File: src/rtl/hau_pkg.sv
package hau_pkg;

  localparam int MAX_VERTICES_DEF = 16;
  localparam int WEIGHT_BITS_DEF  = 32;
  localparam int LABEL_W          = 40;
  localparam int TOTAL_W          = 40;
  localparam int IN_IDX_W         = 4;
  localparam int VC_W             = 5;

  // Work done on the record at the head of the column chain as it passes.
  typedef enum logic [2:0] {
    COP_NONE,
    COP_INIT,
    COP_GROW,
    COP_SCAN_TIGHT,
    COP_SCAN_SLACK
  } col_op_e;

  // Operation applied to every column cell in a cycle.
  typedef enum logic [2:0] {
    BOP_HOLD,
    BOP_SHIFT,
    BOP_CLR_SOLVE,
    BOP_CLR_TREE,
    BOP_DELTA,
    BOP_MATCH
  } bcast_op_e;

endpackage

File: src/rtl/hau_cell.sv
module hau_cell
  import hau_pkg::*;
#(
  parameter int MAX_VERTICES = MAX_VERTICES_DEF,
  parameter int CELL_IDX     = 0
) (
  input  logic                             clk_i,
  input  logic                             rst_ni,
  input  bcast_op_e                        op_i,
  input  logic signed [LABEL_W-1:0]        delta_i,
  input  logic [$clog2(MAX_VERTICES)-1:0]  tag_i,
  input  logic [$clog2(MAX_VERTICES)-1:0]  row_i,
  input  logic [3*$clog2(MAX_VERTICES)+2*LABEL_W+1:0] nxt_i,
  output logic [3*$clog2(MAX_VERTICES)+2*LABEL_W+1:0] rec_o
);

  localparam int IW = $clog2(MAX_VERTICES);

  typedef struct packed {
    logic [IW-1:0]              tag;
    logic signed [LABEL_W-1:0]  label;
    logic signed [LABEL_W-1:0]  slack;
    logic [IW-1:0]              srow;
    logic                       mvld;
    logic [IW-1:0]              midx;
    logic                       tin;
  } col_rec_t;

  col_rec_t rec_q, rec_d;

  always_comb begin
    rec_d = rec_q;
    case (op_i)
      BOP_SHIFT: rec_d = col_rec_t'(nxt_i);
      BOP_CLR_SOLVE: begin
        rec_d.label = '0;
        rec_d.mvld  = 1'b0;
        rec_d.tin   = 1'b0;
      end
      BOP_CLR_TREE: rec_d.tin = 1'b0;
      BOP_DELTA: begin
        if (rec_q.tin) begin
          rec_d.label = rec_q.label + delta_i;
        end else begin
          rec_d.slack = rec_q.slack - delta_i;
        end
      end
      BOP_MATCH: begin
        if (rec_q.tag == tag_i) begin
          rec_d.mvld = 1'b1;
          rec_d.midx = row_i;
        end
      end
      default: rec_d = rec_q;
    endcase
  end

  always_ff @(posedge clk_i or negedge rst_ni) begin
    if (!rst_ni) begin
      rec_q.tag   <= IW'(CELL_IDX);
      rec_q.label <= '0;
      rec_q.slack <= '0;
      rec_q.srow  <= '0;
      rec_q.mvld  <= 1'b0;
      rec_q.midx  <= '0;
      rec_q.tin   <= 1'b0;
    end else begin
      rec_q <= rec_d;
    end
  end

  assign rec_o = rec_q;

endmodule

File: config.mk
export PLATFORM = sky130hd
export DESIGN_NAME = hau_cell
export DESIGN_NICKNAME = d
export VERILOG_FILES = /design/src/rtl/hau_pkg.sv /design/src/rtl/hau_cell.sv
export SDC_FILE = /design/constraint.sdc
export NUM_CORES = 1
export LEC_CHECK = 0
export ABC_AREA = 1
export BUFFER_PORTS_ARGS = -buffer_cell sky130_fd_sc_hd__buf_2
export CORE_UTILIZATION = 40
export DETAILED_ROUTE_END_ITERATION = 8
export GPL_TIMING_DRIVEN = 0
export PLACE_DENSITY = 0.61
export RECOVER_POWER = 100
export SETUP_SLACK_MARGIN = 0.02
export SYNTH_ARGS = -nofsm -noshare
export SYNTH_HDL_FRONTEND = slang
export SYNTH_SLANG_ARGS = --single-unit
File: constraint.sdc
create_clock -name clk_i -period 4.49 [get_ports clk_i]
set_input_delay 0.2245 -clock clk_i [delete_from_list [all_inputs] [get_ports clk_i]]
set_output_delay 0.2245 -clock clk_i [all_outputs]
set_load 0.01 [all_outputs]
==> metrics.yaml <==
worst_setup_path:
  ff2ff_setup_slack_ps: 1950
  cp_data_arrival_time_ps: 2960
  rr_startpoint: "rec_o[50]"
  timing.rr.end: "rec_o[82]"
  reg2reg_depth: 14
  path_class: "input port to flip-flop"
  crit_family: "buffers and inverters"
  cp-start-kind: "input port"
  required_ps: 4790
  critical_path_buf_inv_count: 3
  crit_fanout: 10
  cpMaxStageDelayCell: "nor3_1"
  crit_top_cell: "clkbuf_1"
  cp_cell_sequence: "clkbuf_1 > nor3_1 > clkbuf_1 > clkbuf_1 > nand3_1 > a21oi_1"
  max_stage_delay_ps: 870
  crit_path_end_kind: "flip-flop"
placed_design:
  place.gp.congestion: 0.965
  numPortBuffers: 240
  hpwl_um: 33300
yosys:
  synthesis.instances: 1757
  synth_area_per_cell_sq_um: 5.78
  synth_nets: 1984
  ys_types: 34
  synth_area_leaders: "dfrtp_1 23%, nand2_1 22%, inv_1 11%"
  synth_top_cell_area_share_pct: 23.2
  ys_ff_latch: 94
  synth_flop_cell: "dfrtp_1"
  seq_area_frac_synth_pct: 23.2
  syn_area_sq_mm: 0.0102
  yosysWarningCount: 0
  synth_edf_count: 0
  async_reset_ff_share_pct: 100
  synth_area_leader_cell: "dfrtp_1"
clock_network:
  htreeDepth: 3
  numClockSinks: 94
  cts-buffers-inserted: 9
  cts_setup_buffers: 0
  cts_tree: "yes"
  clk_latency_ps: 370
  root_buffer: "clkbuf_16"
  ctsLongestPathBuffers: 2
  path_clk_slew_ps: 80
routing:
  route.met2.wl_um: 19200
  ant_nets: 0
  drt_pass1_iterations: 5
  vias: 11900
  via_per_inst: 5.09
  routed-wl-met3_um: 1870
  drc_errors: 0
  wire_per_inst_um: 17.2
  drt-met1-wl_um: 18000
  drt_wl_total_um: 40100
  drt-initial-drc-count: 788
  dr.max_layer_used: "met4"
power:
  power.density_mw_per_mm2: 391
  ir_worst_vdd_v: 0.000163
  power.leakage_nw: 6.66
  p_total_mw: 4.70
layout:
  syn2layout_area_growth_pct: 18.3
  largest_reg_flops: 94
  drive_above_1_share_pct: 9.23
  final_common_cell: "nand2_1"
  fillers: 2773
  final_cell_mix: "590 x nand2_1, 287 x inv_1, 207 x nor2_1"
  fin_nets: 2237
floorplanning:
  core_region_area_sq_mm: 0.0246
  ios: 241
  dieArea_sq_mm: 0.0260
  initial_utilization_pct: 41.3
  fp-row-count: 57
  die_x_um: 161
  fp.dieH_um: 161
outcome:
  violations: "capacitance limit, slew limit"
  outcome: "complete, but fails checks"
sta:
  hold_viol: 0
  final_max_slew_viol_count: 35
  finalCritPeriodShare_pct: 59.2
  tightest_slew_ps: 2170
  relSlewSlack_pct: -44.4
  fin_worst_skew_ps: 10.0
  setup_viol: 0
  setup_tns_ps: 0
  hold_ws_ps: 51.8
  period_needed_ps: 2660
  max_freq_ghz: 0.376
  rsz0062_at_grt: "false"
global_route:
  grt_pass1_wl_um: 61300
  grt_max_degree: 61
  grt_pass1_vias: 11300
  grt_use_total_pct: 30.9
  grt_overflow_total: 0
  antenna_found_initial: 0
run:
  cap_violations: 1
hold_path:
  holdPathEnd: "rec_o[91]"
  hold_start: "nxt_i[91]"
  worst_hold_path_type: "input port to flip-flop"
  min_path_cells: 3
tightest hold or removal path, cell delays in order:
cell     delay [ps]
buf_2            70
nand2_1          40
nand2_1          50
cell usage after synthesis, types with 4 or more instances:
cell type	number
a21o_1	4
a21oi_1	164
a31oi_1	11
buf_1	5
buf_2	12
buf_6	7
clkbuf_1	10
dfrtp_1	94
ha_1	78
inv_1	286
nand2_1	589
nand3_1	122
nand3b_1	7
nor2_1	206
nor3_1	12
o211ai_1	7
o21ai_0	73
o21ai_1	17
o21bai_1	5
or2_2	7
xnor2_1	7
xor2_1	14
layout make-up:
cell class                 instances  area, sq um  area share (%)
antenna                            1         2.50          0.0208
buffer                            35          199            1.66
clock buffer                      11          243            2.02
clock inverter                     5          106           0.886
inverter                         289         1080            9.04
multi-input combinational       1339         6500            54.1
sequential                        94         2350            19.6
tap                              324          405            3.38
timing repair buffer             242         1120            9.31
metrics by stage:
stage	util (%)	area (sq um)	cells	worst slack [ps]
floorplan	-	10200	1757	2430
global placement	47.8	11800	2321	1990
detailed placement	47.9	11800	2322	1980
CTS	49.4	12100	2339	1950
global route	48.8	12000	2339	1680
finish	48.8	12000	2340	1830
where the power goes:
part / total [mW] / internal [mW] / switching, mW
logic: 2.54 / 0.853 / 1.68
registers: 1.19 / 1.02 / 0.166
clock network: 0.976 / 0.563 / 0.413
cells by family after synthesis:
kind of cell / Yosys count / synth area share (%)
and+or+nand+nor: 956 / 37.8
adders and majority gates: 80 / 10.0
DFF: 94 / 23.2
xor gates and xnor gates: 21 / 1.81
AOI/OAI and AO/OA: 282 / 14.5
buffers and inverters: 324 / 12.7
worst max path at each step:
stage,slack (ps),endpoint,from,depth (start not counted)
2_1_floorplan,2430,rec_o[42],rec_o[10],16
3_3_place_gp,1990,rec_o[82],rec_o[50],14
3_5_place_dp,1980,rec_o[82],rec_o[50],14
4_1_cts,1950,rec_o[82],rec_o[50],14
5_1_grt,1680,rec_o[82],rec_o[50],14
6_report,1830,rec_o[79],op_i[1],6
metal layers:
metal	track usage (%)	up-vias
met4	9.56	0
met1	40.2	5473
met5	0	-
li1	-	6050
met2	53.9	323
met3	2.95	55
repair_timing:
action	in CTS	in global routing
resized for setup	0	0
hold endpoints to repair	34	0
hold buffers	1	0
Note: power is estimated with default switching activity, not from simulation.
