### src/rtl/hau_pkg.sv
package hau_pkg;

  localparam int MAX_VERTICES_DEF = 16;
  localparam int WEIGHT_BITS_DEF  = 32;
  localparam int LABEL_W          = 40;
  localparam int TOTAL_W          = 40;
  localparam int IN_IDX_W         = 4;
  localparam int VC_W             = 5;

  // Work done on the record at the head of the column chain as it passes.
  typedef enum logic [2:0] {
    COP_NONE,
    COP_INIT,
    COP_GROW,
    COP_SCAN_TIGHT,
    COP_SCAN_SLACK
  } col_op_e;

  // Operation applied to every column cell in a cycle.
  typedef enum logic [2:0] {
    BOP_HOLD,
    BOP_SHIFT,
    BOP_CLR_SOLVE,
    BOP_CLR_TREE,
    BOP_DELTA,
    BOP_MATCH
  } bcast_op_e;

endpackage

### src/rtl/hau_col_unit.sv
module hau_col_unit
  import hau_pkg::*;
#(
  parameter int MAX_VERTICES = MAX_VERTICES_DEF
) (
  input  col_op_e                            op_i,
  input  logic [3*$clog2(MAX_VERTICES)+2*LABEL_W+1:0] rec_i,
  input  logic signed [LABEL_W-1:0]          wt_i,
  input  logic signed [LABEL_W-1:0]          rlabel_i,
  input  logic [$clog2(MAX_VERTICES)-1:0]    row_i,
  input  logic [$clog2(MAX_VERTICES+1)-1:0]  n_i,
  output logic [3*$clog2(MAX_VERTICES)+2*LABEL_W+1:0] rec_o,
  output logic                               hit_o
);

  localparam int IW = $clog2(MAX_VERTICES);
  localparam int CW = $clog2(MAX_VERTICES + 1);

  typedef struct packed {
    logic [IW-1:0]              tag;
    logic signed [LABEL_W-1:0]  label;
    logic signed [LABEL_W-1:0]  slack;
    logic [IW-1:0]              srow;
    logic                       mvld;
    logic [IW-1:0]              midx;
    logic                       tin;
  } col_rec_t;

  col_rec_t                  rin, rout;
  logic                      active;
  logic signed [LABEL_W-1:0] sum, slk;

  assign rin    = col_rec_t'(rec_i);
  assign active = CW'(rin.tag) < n_i;
  assign sum    = rlabel_i + rin.label;
  assign slk    = sum - wt_i;

  always_comb begin
    rout  = rin;
    hit_o = 1'b0;
    case (op_i)
      COP_INIT: begin
        if (active) begin
          rout.slack = slk;
          rout.srow  = row_i;
        end
      end
      COP_GROW: begin
        if (active && (slk < rin.slack)) begin
          rout.slack = slk;
          rout.srow  = row_i;
        end
      end
      COP_SCAN_TIGHT: begin
        if (active && !rin.tin && (wt_i == sum)) begin
          hit_o = 1'b1;
          if (rin.mvld) rout.tin = 1'b1;
        end
      end
      COP_SCAN_SLACK: begin
        if (active && !rin.tin && (rin.slack == '0)) begin
          hit_o = 1'b1;
          if (rin.mvld) rout.tin = 1'b1;
        end
      end
      default: rout = rin;
    endcase
  end

  assign rec_o = rout;

endmodule

### config.mk
export PLATFORM = sky130hd
export DESIGN_NAME = hau_col_unit
export DESIGN_NICKNAME = d
export VERILOG_FILES = /design/src/rtl/hau_pkg.sv /design/src/rtl/hau_col_unit.sv
export SDC_FILE = /design/constraint.sdc
export NUM_CORES = 1
export LEC_CHECK = 0
export BUFFER_PORTS_ARGS = -buffer_cell sky130_fd_sc_hd__buf_4
export CAP_MARGIN = 10
export CORE_UTILIZATION = 55
export DETAILED_ROUTE_END_ITERATION = 16
export GPL_ROUTABILITY_DRIVEN = 0
export GPL_TIMING_DRIVEN = 0
export MAX_ROUTING_LAYER = met4
export PLACE_DENSITY_LB_ADDON = 0.08
export SLEW_MARGIN = 5
export SYNTH_ARGS = -nofsm -noshare
export SYNTH_HDL_FRONTEND = slang
export SYNTH_SLANG_ARGS = --single-unit
### constraint.sdc
create_clock -name vclk -period 19
set_input_delay 0.95 -clock vclk [all_inputs]
set_output_delay 0.95 -clock vclk [all_outputs]
set_load 0.005 [all_outputs]
==> results.txt, run 1 <==
- Counting the clock-network buffers in the layout gives 0.
* # Post-CTS Setup Buffers: 0
- Synth-to-layout area growth: 33.7%
- The most critical setup path has its startpoint at rec_i[50].
- Detailed-route vias per instance: around 5.8
- The routed layout has around 7800 vias.
- Of the cells placed in the final design, the portion with a size suffix greater than 1 is 0.318.
- The worst hold path begins at rec_i[1].
- Pins Over Slew Limit: 0
* Outcome: completed
- Least-Margin Pin Slew: about 0.55 ns
* Max Clock Freq: between 100 and 150 MHz
- In this design, the critical path's most frequently occurring cell is a21oi_1.
- The min-delay analysis places its worst path in the category input port to output pin.
- Sequential area share after synthesis: 0
* PortBufs: ~280
* Post-synthesis share of cell area spent on xor and xnor gates: 0.0836
- Synthesis produced a netlist whose cell count is a little over 900.
- In the final layout, the multi-input gates occupy 0.00581 mm^2.
- Final standard cell utilization of the core: 0.769
* Leading cell types in the layout, fill and taps excluded: 326 x buf_4, 120 x ha_1, 114 x inv_1
- WL per Instance: roughly 15 um
- Warnings, synthesis: 0
- After floorplanning, the core was sized to cover roughly 0.012 mm^2.
- Power Density: around 61 mW/mm^2
* Iteration-0 DRC Markers: about 490
* Leading cell type in the layout, fill and taps excluded: buf_4
- The critical path contains buffers and inverters numbering 5 combined.
- First-pass iteration count of the detailed router: 5
* Largest net degree at the start of global routing: 11
* Via count of the first global-routing pass: approximately 7000
* Placed wire-length estimate after detailed placement: approximately 17000 um
- Mux cell area share after synthesis: 0.0935
- After detailed routing, the total wire length is 19900 um.
- Fill cell instance count of the final layout: ~1000
* Required time worst endpoint: 18.05 ns
* Floorplan row count: 39
- The largest individual stage delay along the critical path comes from the cell fa_1.
- The number of different library cells used by synthesis comes to 69.
- Arrival time reported for the critical path endpoint: just under 8 ns
* Final number of hold-violating endpoints: 0
- For this run, the total global-route usage over all layers was measured as 0.302.
* Average size of a mapped cell: just over 7 um^2
* Final TNS setup: 0 ns
- The mapped netlist covers approximately 0.0067 mm^2.
* Setup repair after global routing missed its margin: false
* Area fraction in and, or, nand and nor cells after synthesis: 0.179
* Area fraction in compound gates after synthesis: 0.281
- STA classifies the critical path startpoint as an input port.
- In the post-route analysis, the smallest setup slack over all paths is ~10 ns.
- Chip height: around 110 um
- In the finished design, the share of the clock period the worst path needs comes to 0.466.
- The initial antenna violation count is 0.
* Seq cells: 0
* Final critical-path required period: a little under 9 ns
- The count of nets left with antenna violations once routing finished came out at 0.
- Largest family of logic cells by synthesized area: compound AO/OA/AOI/OAI gates
* Boundary Pins: about 280
- The setup path with the least slack is of type input port to output pin.
- After detailed routing, the number of remaining DRC violations is 0.
- Synthesis produced a netlist with a net count of between 1000 and 1500.
* First-pass GRT wire length: about 31000 um
- Overall die width: approximately 110 um
* Worst Path Max Fanout: 10
- CP peak stage delay: about 0.4 ns
* Congestion Overflow GR: 0
- Across the VDD grid, the largest voltage drop is between 0.02 and 0.03 mV.
* Number of nets at the end of the flow: 1510
- Area of all sequential standard cells: 0 um^2
- The critical path runs through a total of 32 cells.
- STA classifies the critical path endpoint as an output pin.
* Pre-CTS worst setup slack: 10.30 ns
* Remaining max-slew budget at the tightest pin: 0.629
- Initial Utilization: 0.575
- Die area: 0.0126 mm^2
* Number of buffers inserted for hold repair after clock tree synthesis: 0
- Leakage: slightly below 5 nW
* Max-cap violations: 0
* Number of instances resized during post-cts repair: 0
- The number of antenna diodes in the final layout is 0.
- In this run the worst setup path terminates at rec_o[24].
- Broken down by cell family, the worst path's largest delay share belongs to compound AO/OA/AOI/OAI gates.
* Number of endpoints failing setup at the final stage: 0
- Adder-cell share of the synthesized area: 0.230
## routing by layer
metal / GRT usage / share of wire
met5: - / 0
met4: 0.0756 / 0.028
met3: 0.0297 / 0.060
met2: 0.546 / 0.49
met1: 0.358 / 0.43
## cell usage after synthesis, types with 12 or more instances
cell      number  area share
nor2_1        45       0.025
a211oi_1      16       0.018
ha_1         120        0.22
mux2_4        38       0.085
o21bai_1      16       0.018
nand2_1       60       0.034
a21o_1        25       0.028
xnor2_1       42       0.055
nand4_1       17       0.016
o21ai_0       34       0.025
nor3_1        16       0.012
inv_1        114       0.064
and3_1        13       0.012
xor2_1        22       0.029
o211ai_1      16       0.018
a31oi_1       12       0.011
a21oi_1       83       0.062
nand3_1       18       0.013
nor4_1        21       0.020
buf_4         49       0.055
## power breakdown
group / switching, mW / internal [mW] / leakage, nW / total [mW]
combinational: 0.289 / 0.259 / 4.84 / 0.547
sequential: 0 / 0 / 0 / 0
clock: 0 / 0 / 0 / 0
total: 0.289 / 0.259 / 4.84 / 0.547
## logic make-up after synthesis
kind of cell / count (synthesis)
simple gates: 235
buf+inv: 179
compound gates: 280
fa+ha+maj: 122
xor+xnor: 64
mux: 43
## per-stage QoR
stage               std cells  hold slack [ns]  power, mW  cell area (um^2)
floorplan                 923             1.97      0.378              6710
global placement         1343             2.07      0.526              8960
detailed placement       1343             2.07      0.539              8960
CTS                      1343             2.07      0.542              8960
global route             1343             2.07      0.600              8960
finish                   1343             2.07      0.547              8960
## final cells by class
class	count	share of cell area
well taps	143	0.0200
inverters	114	0.0477
multi-input cells	744	0.648
repair buffers	277	0.232
plain buffers	65	0.0521
## how the worst min path moves through the flow
stage,end,slack [ns],cells past startpoint
after floorplan,hit_o,1.97,1
after global placement,rec_o[1],2.07,2
after detailed placement,rec_o[1],2.07,2
after CTS,rec_o[1],2.07,2
after global routing,rec_o[1],2.07,2
final,rec_o[1],2.07,2
No activity file was read; power rests on OpenSTA's default activity.
==> inputs of run 2 (changes only) <==
--- a/config.mk
+++ b/config.mk
@@ -7,7 +7,7 @@
 export LEC_CHECK = 0
 export BUFFER_PORTS_ARGS = -buffer_cell sky130_fd_sc_hd__buf_4
 export CAP_MARGIN = 10
-export CORE_UTILIZATION = 55
+export CORE_UTILIZATION = 47
 export DETAILED_ROUTE_END_ITERATION = 16
 export GPL_ROUTABILITY_DRIVEN = 0
 export GPL_TIMING_DRIVEN = 0
==> constraint.sdc (replaced) <==
create_clock -name vclk -period 8.1
set_input_delay 0.405 -clock vclk [all_inputs]
set_output_delay 0.405 -clock vclk [all_outputs]
set_load 0.005 [all_outputs]
==> run 2 against run 1 <==
Net effect:
- utilization down 12 points
- sequential share of layout area unchanged
- critical endpoint is now rec_o[23]
- cell area up 0.63%
- die area up 17%
- highest routed layer unchanged
- setup slack worse by 9.6 ns
- via count down 2.5%
- total power up 130%
- first-iteration DRC count down 34%
- critical path type unchanged
- clock-buffer cell count unchanged
- combinational power up 130%
==> results.txt, run 2 (synthesis results as in run 1) <==
- Dpl cells: 1380 (+2.8%)
* Detailed-route vias per instance: 5.53 (-5.1%)
* Crit-path most repeated cell: o211ai_1
- Kind of end point of the critical path: output pin
- Least-Margin Pin Slew: 0.622 ns (+0.0718 ns)
- The number of hold violations in the final report came to 0 (unchanged).
- Placed wire-length estimate after detailed placement: 17500 um (+0.24%)
* Final standard cell count with taps included and fillers excluded: 1380 (+2.8%)
- Overall die width: 121 um (+8.0%)
- First-pass GRT wire length: 31200 um (-0.83%)
- Leaving out fill and tap cells, the most frequent cell in the layout is buf_4.
- The pin count of the biggest net entering global routing was 11 (unchanged).
* Number of endpoints failing setup at the final stage: 0 (unchanged)
- The internal power summed over all cells was 605 uW (+130%).
- Logic gate share of total power: 1.000 (about the same)
- Remaining max-slew budget at the tightest pin: 0.583 (-0.0460)
* Number of buffers inserted for hold repair after clock tree synthesis: 0 (unchanged)
- Leading cell types in the layout, fill and taps excluded: 326 x buf_4, 120 x ha_1, 114 x inv_1
* Class of the most critical setup path: input port to output pin
* Antenna violations before repair: 0 (unchanged)
- Ratio of cells with drive above 1 in the final layout: 0.319 (+0.00167)
- WL per Instance: 14.3 um (-3.2%)
* Final critical-path required period: between 7 and 8 ns
* Seq cells: 0 (unchanged)
- The number of max-cap violations is 0 (unchanged).
- Total via count after detailed routing: 7627 (-2.5%)
- The summed negative setup slack over all endpoints was 0 ns (unchanged).
- Outcome: completed
* Final standard cell utilization of the core: 0.650 (-0.119)
* Pins Over Slew Limit: 0 (unchanged)
* Synth-to-layout area growth: 34.5%
* Endpoint of the worst hold-timing path: rec_o[2]
- The vertical die dimension came to 121 um (+8.0%).
- Hold crit path type: input port to output pin
- Setup repair after global routing missed its margin: false
- CP peak stage delay: 0.50 ns (+0.11 ns)
* Leakage: 4.84 nW (about the same)
- Remaining number of nets flagged by the antenna check after routing: 0 (unchanged)
- Max Clock Freq: ~130 MHz
- Worst hold path startpoint: rec_i[2]
* Required time worst endpoint: 7.70 ns (-10.35 ns)
- # Post-CTS Setup Buffers: 0 (unchanged)
* Multi-input logic area: 0.00582 mm^2 (+0.17%)
* Floorplan row count: 43 (+10%)
- The peak supply drop is 0.0507 mV (+94%).
- Count of unresolved DRC violations after routing: 0 (unchanged)
* Iteration-0 DRC Markers: 323 (-34%)
- Overall Global Routing Usage: 0.262 (-0.0400)
* Wire length reported by the detailed router: 19800 um (-0.49%)
- Congestion Overflow GR: 0 (unchanged)
* Initial Utilization: 0.483 (-0.0919)
* Arrival time reported for the critical path endpoint: 7.19 ns (-0.71 ns)
* Via count of the first global-routing pass: 6966 (-3.2%)
- Number of nets at the end of the flow: 1510 (unchanged)
- Switching power: 675 uW (+130%)
- Of the available clock period, the critical path in the final layout requires 0.937.
- The proportion of power drawn by the clock network came to 0 (unchanged).
- The port buffer count was 277 (unchanged).
* Core box area: 0.0139 mm^2 (+19%)
- Number of diodes: 0 (unchanged)
* CLK BUF: 0 (unchanged)
* Cell with the largest stage delay on the worst path: o211ai_1
* Fill cell instance count of the final layout: 1333 (+33%)
* Power consumption: 1.28 mW (+130%)
- The die outline area is 0.0148 mm^2 (+17%).
* Critical Path Start Type: input port
- The power share of the sequential group is 0 (unchanged).
- The switching part of the total was 0.527 (about the same).
- Power Density: 142 mW/mm^2 (+130%)
* Number of instances on the worst hold path: 2 (unchanged)
* Worst Path Max Fanout: 10 (unchanged)
- The area taken by flip-flops and latches is 0 um^2 (unchanged).
- The I/O pin count is 281 (unchanged).
* First-pass iteration count of the detailed router: 5 (unchanged)
==> run 2: cell counts in the layout (fill, tap and decap cells not counted) <==
No cell type changed its count.
==> run 2: stage by stage <==
stage	hold WS, ns	area [um^2]	worst slack [ns]
CTS	0.976	9010	0.428
global placement	0.975	9010	0.456
floorplan	0.879	6710	1.77
finish	0.975	9020	0.506
detailed placement	0.976	9010	0.442
global route	0.983	9020	0.00901
==> run 2: worst max-delay path by stage <==
stage	start	endpoint	slack, ns	cells after the start
after floorplan	rec_i[61]	rec_o[11]	1.77	29
after global placement	rec_i[61]	rec_o[24]	0.46	31
after detailed placement	rec_i[60]	rec_o[37]	0.44	31
after CTS	rec_i[60]	rec_o[37]	0.43	31
after global routing	rec_i[50]	rec_o[37]	0.009	31
final	rec_i[50]	rec_o[23]	0.51	30
==> run 2: area by class of cell <==
cell class                      count  share of cell area
Inverter                          114              0.0474
Tap cell                          180              0.0250
Buffer                             65              0.0517
Multi-Input combinational cell    744               0.645
Timing Repair Buffer              277               0.231
==> run 2: per-layer routing <==
metal,GRT usage,up-vias,wire length (um)
li1,-,3909,-
met4,0.0494,0,412
met3,0.0235,31,1150
met2,0.465,251,9540
met1,0.322,3436,8680
met5,-,-,0
==> run 2: what timing repair did <==
action / 4_1_cts / 5_1_grt
gates resized for setup: 0 / 3
endpoints found under the setup margin: 0 / 44
endpoints found under the hold margin: 0 / 0
==> run 2: power by group through the flow <==
stage	clock network, mW	registers, mW	logic (mW)
2_1_floorplan	0	0	0.886
3_3_place_gp	0	0	1.25
3_5_place_dp	0	0	1.27
4_1_cts	0	0	1.27
5_1_grt	0	0	1.42
6_report	0	0	1.28
==> run 2: critical path, delay by kind of cell <==
kind / cells / cell delay, ns
AOI/OAI and AO/OA: 10 / 2.95
and+or+nand+nor: 8 / 1.32
muxes: 1 / 0.32
xor gates and xnor gates: 1 / 0.17
adders and majority gates: 4 / 1.13
buffers and inverters: 6 / 0.88
==> inputs of run 3 (changes only) <==
--- a/config.mk
+++ b/config.mk
@@ -7,7 +7,7 @@
 export LEC_CHECK = 0
 export BUFFER_PORTS_ARGS = -buffer_cell sky130_fd_sc_hd__buf_4
 export CAP_MARGIN = 10
-export CORE_UTILIZATION = 47
+export CORE_UTILIZATION = 52
 export DETAILED_ROUTE_END_ITERATION = 16
 export GPL_ROUTABILITY_DRIVEN = 0
 export GPL_TIMING_DRIVEN = 0
==> constraint.sdc (replaced) <==
create_clock -name vclk -period 7.8
set_input_delay 0.39 -clock vclk [all_inputs]
set_output_delay 0.39 -clock vclk [all_outputs]
set_load 0.005 [all_outputs]
==> run 3 against run 2 <==
Net effect:
- via count hardly changed
- cell area hardly changed
- worst hold slack worse by 0.030 ns
- total power is 3.8% higher
- global-route usage is 1.9 points higher
- non-clock buffer count is 1 lower
- combinational power is 4% higher
- utilization is 6.4 points higher
- wire length is 1.6% lower
- setup slack better by 0.014 ns
- critical endpoint is now rec_o[25]
==> results.txt, run 3 (synthesis results as in run 1) <==
- WL per Instance: 14.2 um (-0.92%)
- Antenna violations before repair: 0 (unchanged)
- Overall Global Routing Usage: 0.281 (+0.0193)
- Class of the most critical setup path: input port to output pin
- The library cell used most frequently in the layout, excluding fill and tap cells, is buf_4.
- STA classifies the critical path startpoint as an input port.
- Core box area: 0.0126 mm^2 (-9.1%)
* Congestion Overflow GR: 0 (unchanged)
- The data required time of the critical path is 7.41 ns (-0.29 ns).
- Final standard cell count with taps included and fillers excluded: 1371 (-0.65%)
* Leading cell types in the layout, fill and taps excluded: 327 x buf_4, 120 x ha_1, 114 x inv_1
* Total via count after detailed routing: 7630 (+0.039%)
* Final TNS setup: 0 ns (unchanged)
- Static timing analysis puts the maximum clock frequency at roughly 140 MHz.
* Number of diodes: 0 (unchanged)
- The pin count of the biggest net entering global routing was 11 (unchanged).
* Setup repair after global routing missed its margin: false
* Leakage: 4.84 nW (about the same)
* Wire length reported by the detailed router: 19500 um (-1.6%)
* Detailed-route vias per instance: 5.57 (+0.70%)
- Number of nets at the end of the flow: 1509 (-0.066%)
- Least-Margin Pin Slew: 0.547 ns (-0.0747 ns)
* Fill cell instance count of the final layout: 1177 (-12%)
- Kind of end point of the critical path: output pin
- Via count of the first global-routing pass: 6808 (-2.3%)
- PortBufs: 277 (unchanged)
* Fraction of the cycle the final worst path needs: 0.933
- The min-delay analysis places its worst path in the category input port to output pin.
* Power Density: 147 mW/mm^2 (+3.9%)
- The global-route wire length before repair came to 30100 um (-3.7%).
* Outcome: completed
- The critical path arrival came to 6.89 ns (-0.30 ns).
- Number of endpoints failing setup at the final stage: 0 (unchanged)
* Count of unresolved DRC violations after routing: 0 (unchanged)
- The top fanout value on the critical path came to 10 (unchanged).
- Overall die width: 116 um (-4.8%)
- The violation count after the first detailed-route iteration is 433 (+34%).
* Die area: 0.0134 mm^2 (-9.5%)
- The final design area excluding fillers came to 0.00901 mm^2 (about the same).
* Multi-input logic area: 0.00583 mm^2 (about the same)
- Final hold slack: 0.945 ns (-0.0305 ns)
- The count of sequential standard cells is 0 (unchanged).
* First-pass iteration count of the detailed router: 5 (unchanged)
* Initial Utilization: 0.531 (+0.0483)
- Final critical-path required period: 7.28 ns
- The count of clock buffers in the final design was 0 (unchanged).
* Floorplan row count: 41 (-4.7%)
- Ratio of cells with drive above 1 in the final layout: 0.321 (+0.00193)
- Remaining number of nets flagged by the antenna check after routing: 0 (unchanged)
- Area of all sequential standard cells: 0 um^2 (unchanged)
* Cell area reported after detailed placement: 0.00900 mm^2 (-0.11%)
* Remaining max-slew budget at the tightest pin: 0.632 (+0.0492)
- The share of the core filled with cells in the final layout came to 0.714 (+0.0645).
- The synthesis-to-layout area growth is 34.4% (about the same).
- Boundary Pins: 281 (unchanged)
- Dpl cells: 1372 (-0.58%)
- The number of hold-repair buffers added at the cts stage was 0 (unchanged).
- The post-placement setup slack was 0.140 ns (-0.302 ns).
- The number of hold violations in the final report came to 0 (unchanged).
* CP peak stage delay: 0.37 ns (-0.13 ns)
* Placed wire-length estimate after detailed placement: 17200 um (-1.8%)
- Power consumption: 1.33 mW (+3.8%)
- For this design, the slowest cell found on the critical path is ha_1.
- Pins Over Slew Limit: 0 (unchanged)
- Peak supply drop: 0.0538 mV (+6.2%)
- Chip height: 116 um (-4.8%)
- The number of max-cap violations was 0 (unchanged).
- The minimum setup slack in the final design is 0.520 ns (+0.0139 ns).
-- run 3: cell count changes in the layout (fill, tap and decap cells not counted), sizes merged --
cell,change
buf,+1
clkbuf,-2
-- run 3: final cells by class --
class / count / share of cell area
Timing Repair Buffer: 278 / 0.232
Multi-Input combinational cell: 744 / 0.646
Buffer: 63 / 0.0509
Inverter: 114 / 0.0475
Tap cell: 172 / 0.0239
-- run 3: routing by layer --
layer  wire length, um  part of all wire  global-route usage
met5                 0                 0                   -
met3              1200             0.062              0.0277
met1              8390              0.43               0.340
met4               389             0.020              0.0649
met2              9490              0.49               0.500
-- run 3: worst paths after layout --
| kind | from | endpoint | slack [ns] | cells past startpoint |
|---|---|---|---|---|
| max | rec_i[61] | rec_o[25] | 0.52 | 31 |
| min | rec_i[3] | rec_o[3] | 0.94 | 2 |
-- run 3: report_power, final --
group          internal, mW  total (mW)  switching [mW]
logic                 0.631        1.33           0.698
clock network             0           0               0
registers                 0           0               0
total                 0.631        1.33           0.698
-- run 3: repair_timing --
action | CTS | global route
buffers inserted | 0 | 1
gates resized for setup | 0 | 7
endpoints found under the setup margin | 0 | 44
-- run 3: worst max-delay path: cells and delay by family --
family | cells | cell delay [ns]
and+or+nand+nor | 8 | 1.19
AOI/OAI and AO/OA | 14 | 3.28
muxes | 1 | 0.32
buffers and inverters | 5 | 0.75
adders and majority gates | 3 | 0.93
